===== src/hdl/ray_radial_sector_hit_unit_defines.svh =====
// assertion helpers shared by the hit unit rtl
`ifndef RAY_RADIAL_SECTOR_HIT_UNIT_DEFINES_SVH
`define RAY_RADIAL_SECTOR_HIT_UNIT_DEFINES_SVH

// same-cycle implication, checked outside reset
`define RSH_ASSERT_IMP(lbl, clk, rst_n, ante, cons) \
    lbl: assert property (@(posedge clk) disable iff (!rst_n) (ante) |-> (cons)) \
        else $error("rsh check failed: same-cycle implication");

// next-cycle implication, checked outside reset
`define RSH_ASSERT_NEXT(lbl, clk, rst_n, ante, cons) \
    lbl: assert property (@(posedge clk) disable iff (!rst_n) (ante) |=> (cons)) \
        else $error("rsh check failed: next-cycle implication");

`endif


===== src/hdl/rsh_pkg.sv =====
`timescale 1ns / 1ps
package rsh_pkg;

    // coordinate and arithmetic widths
    localparam int COORD_W = 24;
    localparam int NUM_W   = 48;
    localparam int QUO_W   = 24;
    localparam int DEN_W   = 25;
    localparam int XY_W    = 25;
    localparam int CRD_W   = 27;
    localparam int ANG_W   = 16;
    localparam int RAD_W   = 18;

    // pipeline depths of the sub units
    localparam int DIV_LAT      = QUO_W + 1;
    localparam int CORDIC_STEPS = 16;
    localparam int CORDIC_LAT   = CORDIC_STEPS + 1;

    localparam int MAX_BUTTONS_DEF = 9;

    // register indexes
    localparam logic [1:0] REG_CHILD_COUNT   = 2'd0;
    localparam logic [1:0] REG_MENU_VISIBLE  = 2'd1;
    localparam logic [1:0] REG_CENTER_RADIUS = 2'd2;
    localparam logic [1:0] REG_OUTER_RADIUS  = 2'd3;

    localparam logic [RAD_W-1:0] CENTER_RADIUS_RST = 18'd11141;
    localparam logic [RAD_W-1:0] OUTER_RADIUS_RST  = 18'd65536;

    // binary angles of the axes
    localparam logic [ANG_W-1:0] ANG_ZERO  = 16'd0;
    localparam logic [ANG_W-1:0] ANG_QUART = 16'd16384;
    localparam logic [ANG_W-1:0] ANG_HALF  = 16'd32768;
    localparam logic [ANG_W-1:0] ANG_3QUAR = 16'd49152;

    // atan(2^-i) in binary angle units
    localparam logic [ANG_W-1:0] ATAN_BAM [CORDIC_STEPS] = '{
        16'd8192, 16'd4836, 16'd2555, 16'd1297, 16'd651, 16'd326, 16'd163, 16'd81,
        16'd41, 16'd20, 16'd10, 16'd5, 16'd3, 16'd1, 16'd1, 16'd0
    };

    // per-item control that travels beside the data path
    typedef struct packed {
        logic valid;
        logic hit;
        logic neg_x;
        logic neg_y;
        logic in_outer;
        logic center;
    } t_side;

endpackage


===== src/hdl/rsh_div.sv =====
`timescale 1ns / 1ps
module rsh_div import rsh_pkg::*; (
    input  logic               i_clk,
    input  logic [NUM_W-1:0]   i_num,
    input  logic [DEN_W-1:0]   i_den,
    output logic [QUO_W-1:0]   o_quo
);

    logic [DEN_W-1:0] r_rem [0:QUO_W];
    logic [QUO_W-1:0] r_low [0:QUO_W];
    logic [QUO_W-1:0] r_quo [0:QUO_W];
    logic [DEN_W-1:0] r_den [0:QUO_W];

    // load: upper half is the starting remainder
    always_ff @(posedge i_clk) begin
        r_rem[0] <= {1'b0, i_num[NUM_W-1:QUO_W]};
        r_low[0] <= i_num[QUO_W-1:0];
        r_quo[0] <= '0;
        r_den[0] <= i_den;
    end

    // one restoring quotient bit per stage
    for (genvar k = 0; k < QUO_W; k++) begin : g_step
        logic [DEN_W:0] w_t;
        logic [DEN_W:0] w_d;
        logic           w_ge;
        assign w_t  = {r_rem[k], r_low[k][QUO_W-1]};
        assign w_ge = w_t >= {1'b0, r_den[k]};
        assign w_d  = w_t - {1'b0, r_den[k]};
        always_ff @(posedge i_clk) begin
            r_rem[k+1] <= w_ge ? w_d[DEN_W-1:0] : w_t[DEN_W-1:0];
            r_low[k+1] <= {r_low[k][QUO_W-2:0], 1'b0};
            r_quo[k+1] <= {r_quo[k][QUO_W-2:0], w_ge};
            r_den[k+1] <= r_den[k];
        end
    end

    assign o_quo = r_quo[QUO_W];

endmodule


===== config.mk =====
export PLATFORM = sky130hd
export DESIGN_NAME = rsh_div
export DESIGN_NICKNAME = d
export VERILOG_FILES = /design/src/hdl/ray_radial_sector_hit_unit_defines.svh /design/src/hdl/rsh_pkg.sv /design/src/hdl/rsh_div.sv
export SDC_FILE = /design/constraint.sdc
export NUM_CORES = 2
export LEC_CHECK = 0
export ABC_AREA = 1
export ABC_CLOCK_PERIOD_IN_PS = 3100
export BUFFER_PORTS_ARGS = -buffer_cell sky130_fd_sc_hd__buf_2
export CAP_MARGIN = 30
export CELL_PAD_IN_SITES_DETAIL_PLACEMENT = 2
export CELL_PAD_IN_SITES_GLOBAL_PLACEMENT = 2
export CORE_AREA = 4 4 493 495
export CTS_CLUSTER_SIZE = 10
export DETAILED_ROUTE_END_ITERATION = 10
export DIE_AREA = 0 0 497 499
export PLACE_DENSITY_LB_ADDON = 0.1
export SYNTH_ARGS = -nofsm -noshare
export SYNTH_HDL_FRONTEND = slang
export SYNTH_SLANG_ARGS = --single-unit

===== constraint.sdc =====
create_clock -name i_clk -period 3.1 [get_ports i_clk]
set_input_delay 0.465 -clock i_clk [delete_from_list [all_inputs] [get_ports i_clk]]
set_output_delay 0.465 -clock i_clk [all_outputs]
set_load 0.02 [all_outputs]

==> results.cfg <==
[run_status]
outcome = complete, no violations

[cells_and_area]
synthToLayoutAreaGrowth_pct = 12.0
nets = 14600
drive_above_1_share_pct = 4.85
fill_cells = 28700
multiInputGateArea_sq_um = 45100
fin_cells = 17200
fin_area_sq_um = 104000
seq_area_sq_um = 36000

[global_route]
grt-ovfl-total = 0
grt_pass1_vias = 97600
grt.total_usage_pct = 29.8
antenna_found_initial = 6
grt_max_degree = 27
grt_pass1_wl_microns = 585000

[synthesis]
yosys_warnings = 0
postSynthCellCount = 13600
syn_area_sq_um = 92700
synth-seq-cells = 1799
synth_ff_type = dfxtp_1
synth_area_leaders = dfxtp_1 (39%), nand2_1 (22%), inv_1 (11%)
synth_top_area_share_pct = 38.9
ys_types = 38
yosys-top-cells-count = nand2_1 (5,378), inv_1 (2,748), dfxtp_1 (1,799)
synthesis.nets = 14300
synth.most_common_cell = nand2_1
ys_async_sr_fraction_pct = 0
synth_edf_count = 0
yosysSeqAreaShare_pct = 38.9
syn_avg_cell_area_sq_um = 6.80
yosys.area.top_type = dfxtp_1

[clock_tree]
cts-root-buf = clkbuf_16
post_cts_buffers = 0
clk_pin_slew_ns = 0.06
clockBufferDepth = 3
clkSinkCount = 1799
htreeDepth = 4
numCtsBuffers = 214
cts_tree = yes
clkLatencyLatePin_ns = 0.89

[place]
dp_hpwl_microns = 291000
placed_cells = 16800
routabilityCongestion = 0.902
io_buffers = 97
place_area_sq_um = 96600

[detailed_routing]
finalWirelength_microns = 381000
vias = 87800
wl_per_cell_microns = 22.2
drcViolationCount = 0
antenna_left = 0
drt_first_iter_violations = 4153
viasPerCell = 5.11
drtPass1Iterations = 5

[power_and_ir_drop]
powerDensity_nw_per_um2 = 1150
p_leak_uw = 0.0588
irDropWorstVdd_mv = 0.537

[setup_path]
worst_r2r_endpoint = r_rem[1][45]
r2r-start = r_den[0][223]
ff2ff_setup_slack_ns = 0.14
cp-end-kind = register
crit_fanout = 26
worstPathRequired_ns = 3.86
cp-start-kind = register
critPathKind = register to register
arrival_ns = 3.72
worstRegToRegCells = 9

[floorplan]
start_util_pct = 39.0
fp.dieW_microns = 497
core-area_sq_um = 238000
rows = 179
die_y_microns = 499
die_area_sq_um = 248000
ios = 98

[timing]
hold_viol = 0
worst_pin_slew_ns = 0.915
setup_viol = 0
period_share_pct = 95.6
slew_headroom_pct = 39.0
max_freq_ghz = 0.338
slew_viol_final = 0
skew_ns = 0.0591
fin_tns_setup_ns = 0
rsz0062_at_grt = no
period_minus_slack_ns = 2.96

[hold_path]
hp-start = i_num[38]
worstHoldPathType = input port to register
min_path_cells = 2
min_to = r_rem[0][14]

[flow_run]
drv_cap = 0
==> worst max-delay path: stages (launching register included) <==
cell and delay [ns]:
dfxtp_1 0.57, inv_1 0.09, ha_1 0.36, a21oi_1 0.26, o21a_1 0.15, nand2_1 0.18, a21oi_4 0.49, nand3_4 0.42
nand2_1 0.21, nand2_1 0.09
==> metrics by stage <==
step | hold WS, ns | total power, uW | setup WS, ns | util, %
2_1_floorplan | 0.310 | 73700 | 1.22 | -
3_3_place_gp | 0.309 | 90100 | 0.219 | 40.6
3_5_place_dp | 0.313 | 93700 | 0.104 | 40.6
4_1_cts | 0.130 | 120000 | 0.0182 | 43.6
5_1_grt | 0.163 | 129000 | 0.00749 | 43.7
6_report | 0.210 | 120000 | 0.137 | 43.7
==> worst max-delay path by stage <==
stage	start	endpoint	slack, ns
2_1_floorplan	r_low[2][167]	r_rem[2][195]	1.22
3_3_place_gp	r_den[0][223]	r_rem[1][47]	0.22
3_5_place_dp	r_den[0][216]	r_rem[1][47]	0.10
4_1_cts	r_den[0][223]	r_rem[1][45]	0.02
5_1_grt	r_den[0][223]	r_rem[1][39]	0.007
6_report	r_den[0][223]	r_rem[1][45]	0.14
==> area by class of cell <==
class | count | area share, %
Antenna cell | 3 | 0.00723
Clock buffer | 268 | 5.54
Clock inverter | 44 | 0.690
Inverter | 2777 | 10.0
Multi-Input combinational cell | 8871 | 43.4
Sequential cell | 1799 | 34.7
Tap cell | 3167 | 3.82
Timing Repair Buffer | 248 | 1.78
==> placed cells by master (no fill, tap or decap), types with 2 or more instances in the layout <==
cell type      netlist  final
nand2_1           5378   5378
inv_1             2748   2748
dfxtp_1           1799   1799
nand4_1            763    763
nor2_1             719    719
ha_1               600    600
nand3_1            496    496
xor2_1             268    268
a21oi_1            244    244
clkbuf_16            0    214
buf_2              118     97
buf_4                0     74
dlygate4sd3_1        0     73
and2_1              48     48
nor3_1              44     44
nand3b_1            39     39
nand3_4             36     38
nor2_2              36     36
clkbuf_1            20     35
inv_2               27     27
nand3_2             27     25
or2_2               25     25
a21oi_4             23     23
fa_1                23     23
o21a_1              22     22
clkinv_2             0     21
nor3_4              19     19
clkbuf_8             0     19
nand2_2             18     18
or2_1               18     18
clkinv_16            0     13
nor3_2               8      8
bufinv_16            0      6
o21ai_0              4      4
buf_12               0      4
diode_2              0      3
a21oi_2              0      3
nand4_4              2      2
clkinv_1             2      2
==> report_power, final <==
group          internal [uW]  switching [uW]
registers              29900            5460
clock network          13500           10600
logic                  18300           41800
==> state kept, by name, summed over array words and instances (netlist names) <==
| name | cells |
|---|---|
| r_low | 300 |
| r_den | 600 |
| r_quo | 300 |
| r_rem | 599 |
==> repair_timing <==
action | 4_1_cts | 5_1_grt
endpoints found under the hold margin | 73 | 0
setup endpoints to repair | 0 | 93
hold buffers | 73 | 0
resized for setup | 0 | 2
==> kinds of logic after synthesis <==
logic type / after synthesis / synth area share, %
XOR/XNOR: 269 / 2.54
flip-flops: 1799 / 38.9
AND/OR/NAND/NOR: 7679 / 35.5
AO/OA/AOI/OAI: 297 / 1.95
adder cells (fa/ha/maj): 623 / 8.60
buffers and inverters: 2961 / 12.5
==> routing by layer <==
layer / vias to the layer above / track usage (%) / wire length, microns
met1: 43600 / 36.8 / 167000
li1: 42000 / - / -
met4: 4 / 9.62 / 13200
met3: 669 / 3.00 / 11000
met2: 1441 / 54.4 / 190000
met5: - / 0 / 28
(Power assumes the default switching activity.)
