**config.mk**
```make
export PLATFORM = sky130hd
export DESIGN_NAME = rsh_cordic
export DESIGN_NICKNAME = d
export VERILOG_FILES = /design/src/hdl/ray_radial_sector_hit_unit_defines.svh /design/src/hdl/rsh_pkg.sv /design/src/hdl/rsh_cordic.sv
export SDC_FILE = /design/constraint.sdc
export NUM_CORES = 2
export LEC_CHECK = 0
export ABC_AREA = 1
export ABC_CLOCK_PERIOD_IN_PS = 3800
export BUFFER_PORTS_ARGS = -buffer_cell sky130_fd_sc_hd__buf_2
export CELL_PAD_IN_SITES_DETAIL_PLACEMENT = 1
export CELL_PAD_IN_SITES_GLOBAL_PLACEMENT = 2
export CORE_ASPECT_RATIO = 0.5
export CORE_MARGIN = 5
export CORE_UTILIZATION = 37
export DETAILED_ROUTE_END_ITERATION = 8
export GPL_ROUTABILITY_DRIVEN = 1
export PLACE_DENSITY = 0.78
export SETUP_SLACK_MARGIN = 0.05
export SYNTH_ARGS = -nofsm -noshare
export SYNTH_HDL_FRONTEND = slang
export SYNTH_SLANG_ARGS = --single-unit
```
**constraint.sdc**
```tcl
create_clock -name i_clk -period 3.8 [get_ports i_clk]
set_input_delay 0.57 -clock i_clk [delete_from_list [all_inputs] [get_ports i_clk]]
set_output_delay 0.57 -clock i_clk [all_outputs]
set_load 0.01 [all_outputs]
```
**src/hdl/ray_radial_sector_hit_unit_defines.svh**
```systemverilog
// assertion helpers shared by the hit unit rtl
`ifndef RAY_RADIAL_SECTOR_HIT_UNIT_DEFINES_SVH
`define RAY_RADIAL_SECTOR_HIT_UNIT_DEFINES_SVH

// same-cycle implication, checked outside reset
`define RSH_ASSERT_IMP(lbl, clk, rst_n, ante, cons) \
    lbl: assert property (@(posedge clk) disable iff (!rst_n) (ante) |-> (cons)) \
        else $error("rsh check failed: same-cycle implication");

// next-cycle implication, checked outside reset
`define RSH_ASSERT_NEXT(lbl, clk, rst_n, ante, cons) \
    lbl: assert property (@(posedge clk) disable iff (!rst_n) (ante) |=> (cons)) \
        else $error("rsh check failed: next-cycle implication");

`endif

```
**src/hdl/rsh_pkg.sv**
```systemverilog
`timescale 1ns / 1ps
package rsh_pkg;

    // coordinate and arithmetic widths
    localparam int COORD_W = 24;
    localparam int NUM_W   = 48;
    localparam int QUO_W   = 24;
    localparam int DEN_W   = 25;
    localparam int XY_W    = 25;
    localparam int CRD_W   = 27;
    localparam int ANG_W   = 16;
    localparam int RAD_W   = 18;

    // pipeline depths of the sub units
    localparam int DIV_LAT      = QUO_W + 1;
    localparam int CORDIC_STEPS = 16;
    localparam int CORDIC_LAT   = CORDIC_STEPS + 1;

    localparam int MAX_BUTTONS_DEF = 9;

    // register indexes
    localparam logic [1:0] REG_CHILD_COUNT   = 2'd0;
    localparam logic [1:0] REG_MENU_VISIBLE  = 2'd1;
    localparam logic [1:0] REG_CENTER_RADIUS = 2'd2;
    localparam logic [1:0] REG_OUTER_RADIUS  = 2'd3;

    localparam logic [RAD_W-1:0] CENTER_RADIUS_RST = 18'd11141;
    localparam logic [RAD_W-1:0] OUTER_RADIUS_RST  = 18'd65536;

    // binary angles of the axes
    localparam logic [ANG_W-1:0] ANG_ZERO  = 16'd0;
    localparam logic [ANG_W-1:0] ANG_QUART = 16'd16384;
    localparam logic [ANG_W-1:0] ANG_HALF  = 16'd32768;
    localparam logic [ANG_W-1:0] ANG_3QUAR = 16'd49152;

    // atan(2^-i) in binary angle units
    localparam logic [ANG_W-1:0] ATAN_BAM [CORDIC_STEPS] = '{
        16'd8192, 16'd4836, 16'd2555, 16'd1297, 16'd651, 16'd326, 16'd163, 16'd81,
        16'd41, 16'd20, 16'd10, 16'd5, 16'd3, 16'd1, 16'd1, 16'd0
    };

    // per-item control that travels beside the data path
    typedef struct packed {
        logic valid;
        logic hit;
        logic neg_x;
        logic neg_y;
        logic in_outer;
        logic center;
    } t_side;

endpackage

```
**src/hdl/rsh_cordic.sv**
```systemverilog
`timescale 1ns / 1ps
module rsh_cordic import rsh_pkg::*; (
    input  logic                    i_clk,
    input  logic signed [XY_W-1:0]  i_x,
    input  logic signed [XY_W-1:0]  i_y,
    output logic [ANG_W-1:0]        o_angle
);

    logic signed [CRD_W-1:0] r_x   [0:CORDIC_STEPS];
    logic signed [CRD_W-1:0] r_y   [0:CORDIC_STEPS];
    logic [ANG_W-1:0]        r_z   [0:CORDIC_STEPS];
    logic                    r_fix [0:CORDIC_STEPS];
    logic [ANG_W-1:0]        r_fa  [0:CORDIC_STEPS];

    logic signed [CRD_W-1:0] w_x;
    logic signed [CRD_W-1:0] w_y;
    logic                    w_neg;

    // fold the left half plane by 180 degrees
    assign w_x   = CRD_W'(i_x);
    assign w_y   = CRD_W'(i_y);
    assign w_neg = i_x < 0;

    // axis points take exact angles
    always_ff @(posedge i_clk) begin
        r_x[0]   <= w_neg ? -w_x : w_x;
        r_y[0]   <= w_neg ? -w_y : w_y;
        r_z[0]   <= w_neg ? ANG_HALF : ANG_ZERO;
        r_fix[0] <= (i_x == 0) || (i_y == 0);
        if (i_y == 0) begin
            r_fa[0] <= w_neg ? ANG_HALF : ANG_ZERO;
        end else begin
            r_fa[0] <= (i_y > 0) ? ANG_QUART : ANG_3QUAR;
        end
    end

    // vectoring steps, one per stage
    for (genvar k = 0; k < CORDIC_STEPS; k++) begin : g_step
        logic signed [CRD_W-1:0] w_xs;
        logic signed [CRD_W-1:0] w_ys;
        assign w_xs = r_x[k] >>> k;
        assign w_ys = r_y[k] >>> k;
        always_ff @(posedge i_clk) begin
            if (r_y[k] >= 0) begin
                r_x[k+1] <= r_x[k] + w_ys;
                r_y[k+1] <= r_y[k] - w_xs;
                r_z[k+1] <= r_z[k] + ATAN_BAM[k];
            end else begin
                r_x[k+1] <= r_x[k] - w_ys;
                r_y[k+1] <= r_y[k] + w_xs;
                r_z[k+1] <= r_z[k] - ATAN_BAM[k];
            end
            r_fix[k+1] <= r_fix[k];
            r_fa[k+1]  <= r_fa[k];
        end
    end

    assign o_angle = r_fix[CORDIC_STEPS] ? r_fa[CORDIC_STEPS] : r_z[CORDIC_STEPS];

endmodule

```
==> key figures <==
Status
  – Status: finished, final reports clean

Floorplanning
  – # rows: 124
  – Starting Density: 37.1%
  – Ports: 67
  – Die Y: ~350 um
  – Die ar.: 239000 um^2
  – Die Width: 686 um
  – Area of the core: between 200000 and 250000 um^2

Timing
  – RSZ-0062 raised after global routing: no
  – Final critical-path share of the clock period: 91.6%
  – Final min period: 3.48 ns
  – Final Hold Fails: 0
  – # setup viols final: 0
  – Slew headroom: 38.5%
  – Setup TNS: 0 ns
  – Fmax: 287 MHz
  – Worst Max-Slew Pin Slew: 0.911 ns
  – Clock Skews: 0.0577 ns
  – Fin. max-slew vios: 0

Logic synthesis
  – Compound-gate portion of the synthesized area: 14.6%
  – Synth top cells by count: 2881 x nand2_1, 1420 x inv_1, 1284 x nor2_1
  – Simple-Gate Fraction of Synth Area: 28.3%
  – Largest family of logic cells by synthesized area: simple AND/OR/NAND/NOR gates
  – Post-synth EDFFs: 0
  – Syn avg cell area: 6.75 um^2
  – Yosys reg bits: 1010
  – Post-synthesis mux area share: 0.0503%
  – Adder-Cell Fraction of Synth Area: 14.6%
  – Ranking of synthesized cells by area: dfxtp_1 24%, ha_1 14%, nand2_1 13%
  – Synth unique cells: 68
  – XOR/XNOR share of the synthesized area: 11.5%
  – Area of the mapped netlist: 84600 um^2
  – Asr flop ratio synth: 0%
  – Yosys top cell area share: approximately a quarter
  – Sequential share of the synthesized area: 23.9%
  – Syn Inst Count: 12500
  – Top_reg_cell synth: dfxtp_1
  – Synth area leader: dfxtp_1
  – Ys Warns: 0
  – Most common cell in the netlist: nand2_1

Clock network
  – Clk slew on worst S/H paths: 0.07 ns
  – CTS tree: yes
  – Clock Path Buffers: 3
  – Clk root buf: clkbuf_16
  – Number of clock buffers inserted by TritonCTS: 106
  – Post-CTS Setup Bufs: 0
  – H-Tree Depth: 3
  – CTS sink count: 1010
  – Worst-Skew Late Latency: 0.78 ns

GRT
  – Global route overflow: 0
  – Vias in the first global route: approximately 85000
  – First-pass GRT wire length: around 500 mm
  – Largest net degree at the start of global routing: 54
  – Total track usage: between 20% and 30%
  – Initial antenna violation count: 6

Routing
  – Vias per cell: 5.26
  – DR vias: 83400
  – Post-DRT Antenna Nets: 0
  – Drt total wl: 320 mm
  – WL/cell: 20.2 um
  – Number of DRC markers in iteration 0: 4690
  – First-pass detailed-route iteration total: 7
  – Remaining DRCs: 0

Placement
  – HPWL Detailed: 275 mm
  – IO buf count: 65
  – Routability cong.: 0.952
  – Placement Cell Area: between 80000 and 90000 um^2

Setup path
  – Path type of the worst setup path: register to register
  – Critical Path Source: r_x[7][7]
  – Worst reg2reg endpoint: r_y[8][25]
  – Worst R2R Setup Slack: 0.32 ns
  – Critical path arrival: 4.11 ns
  – CP Capture Type: register
  – Crit path max fanout: 5
  – R2R Path Start: r_x[7][7]
  – Worst setup endpoint: r_y[8][25]
  – Startpoint types: register
  – CP required: 4.42 ns
  – Reg2reg path depth: 18

Finish
  – Nets: 13700
  – Share of post-route cells with drive strength above 1: 3.52%
  – Design Area, Final: 92600 um^2
  – Area Overhead vs Synth: 9.44%

Hold path
  – Hold Crit Class: input pin to register

Flow run
  – Max-cap violation count: 0
registers in the layout, indices dropped and copies added, names as in the netlist:
signal and count:
r_fix 17, r_y 379, r_x 364, r_z 216, r_fa 34
stage by stage:
stage	worst slack, ns	hold WS (ns)	utilization (%)	std cells
floorplan	0.976	0.310	-	12600
global placement	0.380	0.310	38.9	15600
detailed placement	0.313	0.313	38.9	15600
CTS	0.268	0.000864	40.6	15800
global route	0.0582	0.0154	40.6	15800
finish	0.318	0.0536	40.6	15800
cells by family (layout without fill, tap and decap cells):
kind of cell,count (synthesis),in the layout
and+or+nand+nor,5670,5670
xor gates and xnor gates,1111,1111
DFF,1010,1010
muxes,4,4
AOI/OAI and AO/OA,2227,2227
other,1,71
buffers and inverters,1548,1759
adders and majority gates,967,967
per-layer routing:
metal  vias to the layer above  wire length (um)  global-route usage, %
met5                         -                 0                      0
met4                         0              5650                   4.58
met3                       276             11400                   2.35
met2                      1255            142000                   43.1
met1                     39900            161000                   37.3
li1                      41900                 -                      -
critical path: stages (launching register included):
cell and delay [ns]:
dfxtp_1 0.51, inv_1 0.08, ha_1 0.22, nand2_1 0.11
nor2_1 0.08, nand2_1 0.08, inv_1 0.07, a21oi_1 0.24
xor2_1 0.32, inv_1 0.11, ha_1 0.38, a21oi_1 0.29
o21ai_0 0.20, a21oi_1 0.27, nor2_1 0.08, nor2_1 0.14
nand2_1 0.06, nand2_1 0.06, nand2_1 0.05
cell type report:
type | count | area [um^2]
fillers | 29600 | 135000
multi-input cells | 10000 | 58700
flip-flops and latches | 1010 | 20200
inverters | 1432 | 5380
well taps | 3024 | 3780
clock buffers | 127 | 2900
repair buffers | 132 | 861
clock inverters | 68 | 764
diodes | 2 | 5.00
what timing repair did:
action	4_1_cts	5_1_grt
endpoints found under the setup margin	0	13
hold buffers	13	0
endpoints found under the hold margin	13	0
resized for setup	0	9
how the worst min path moves through the flow:
stage | startpoint | to | slack, ns | depth (start not counted)
2_1_floorplan | r_fa[0][94] | r_fa[0][110] | 0.31 | 0
3_3_place_gp | r_fa[1][126] | r_fa[2][14] | 0.31 | 0
3_5_place_dp | r_fa[1][127] | r_fa[2][15] | 0.31 | 0
4_1_cts | i_y[7] | r_y[0][7] | 0.0009 | 2
5_1_grt | i_x[11] | r_x[0][11] | 0.02 | 2
6_report | i_x[11] | r_x[0][11] | 0.05 | 2
cells in the final DEF, fill, tap and decap left out, types with 36 or more instances in the layout:
cell,Yosys,final
buf_2,24,65
nor3_1,265,263
fa_1,36,36
inv_1,1420,1420
ha_1,931,931
dfxtp_1,1010,1005
xor2_1,811,811
a21o_1,110,110
nand2_1,2881,2881
nor4_1,43,43
o31ai_1,43,43
nand4_1,259,259
o21ai_0,653,652
o21bai_1,93,93
buf_4,14,54
nand3_1,792,792
a31oi_1,61,61
nor2_1,1284,1280
conb_1,1,69
a21oi_1,1092,1091
xnor2_1,300,300
clkbuf_16,0,108
Power is not shown: default switching activity piles up to over one toggle a cycle in this logic, so the estimate is an artifact.
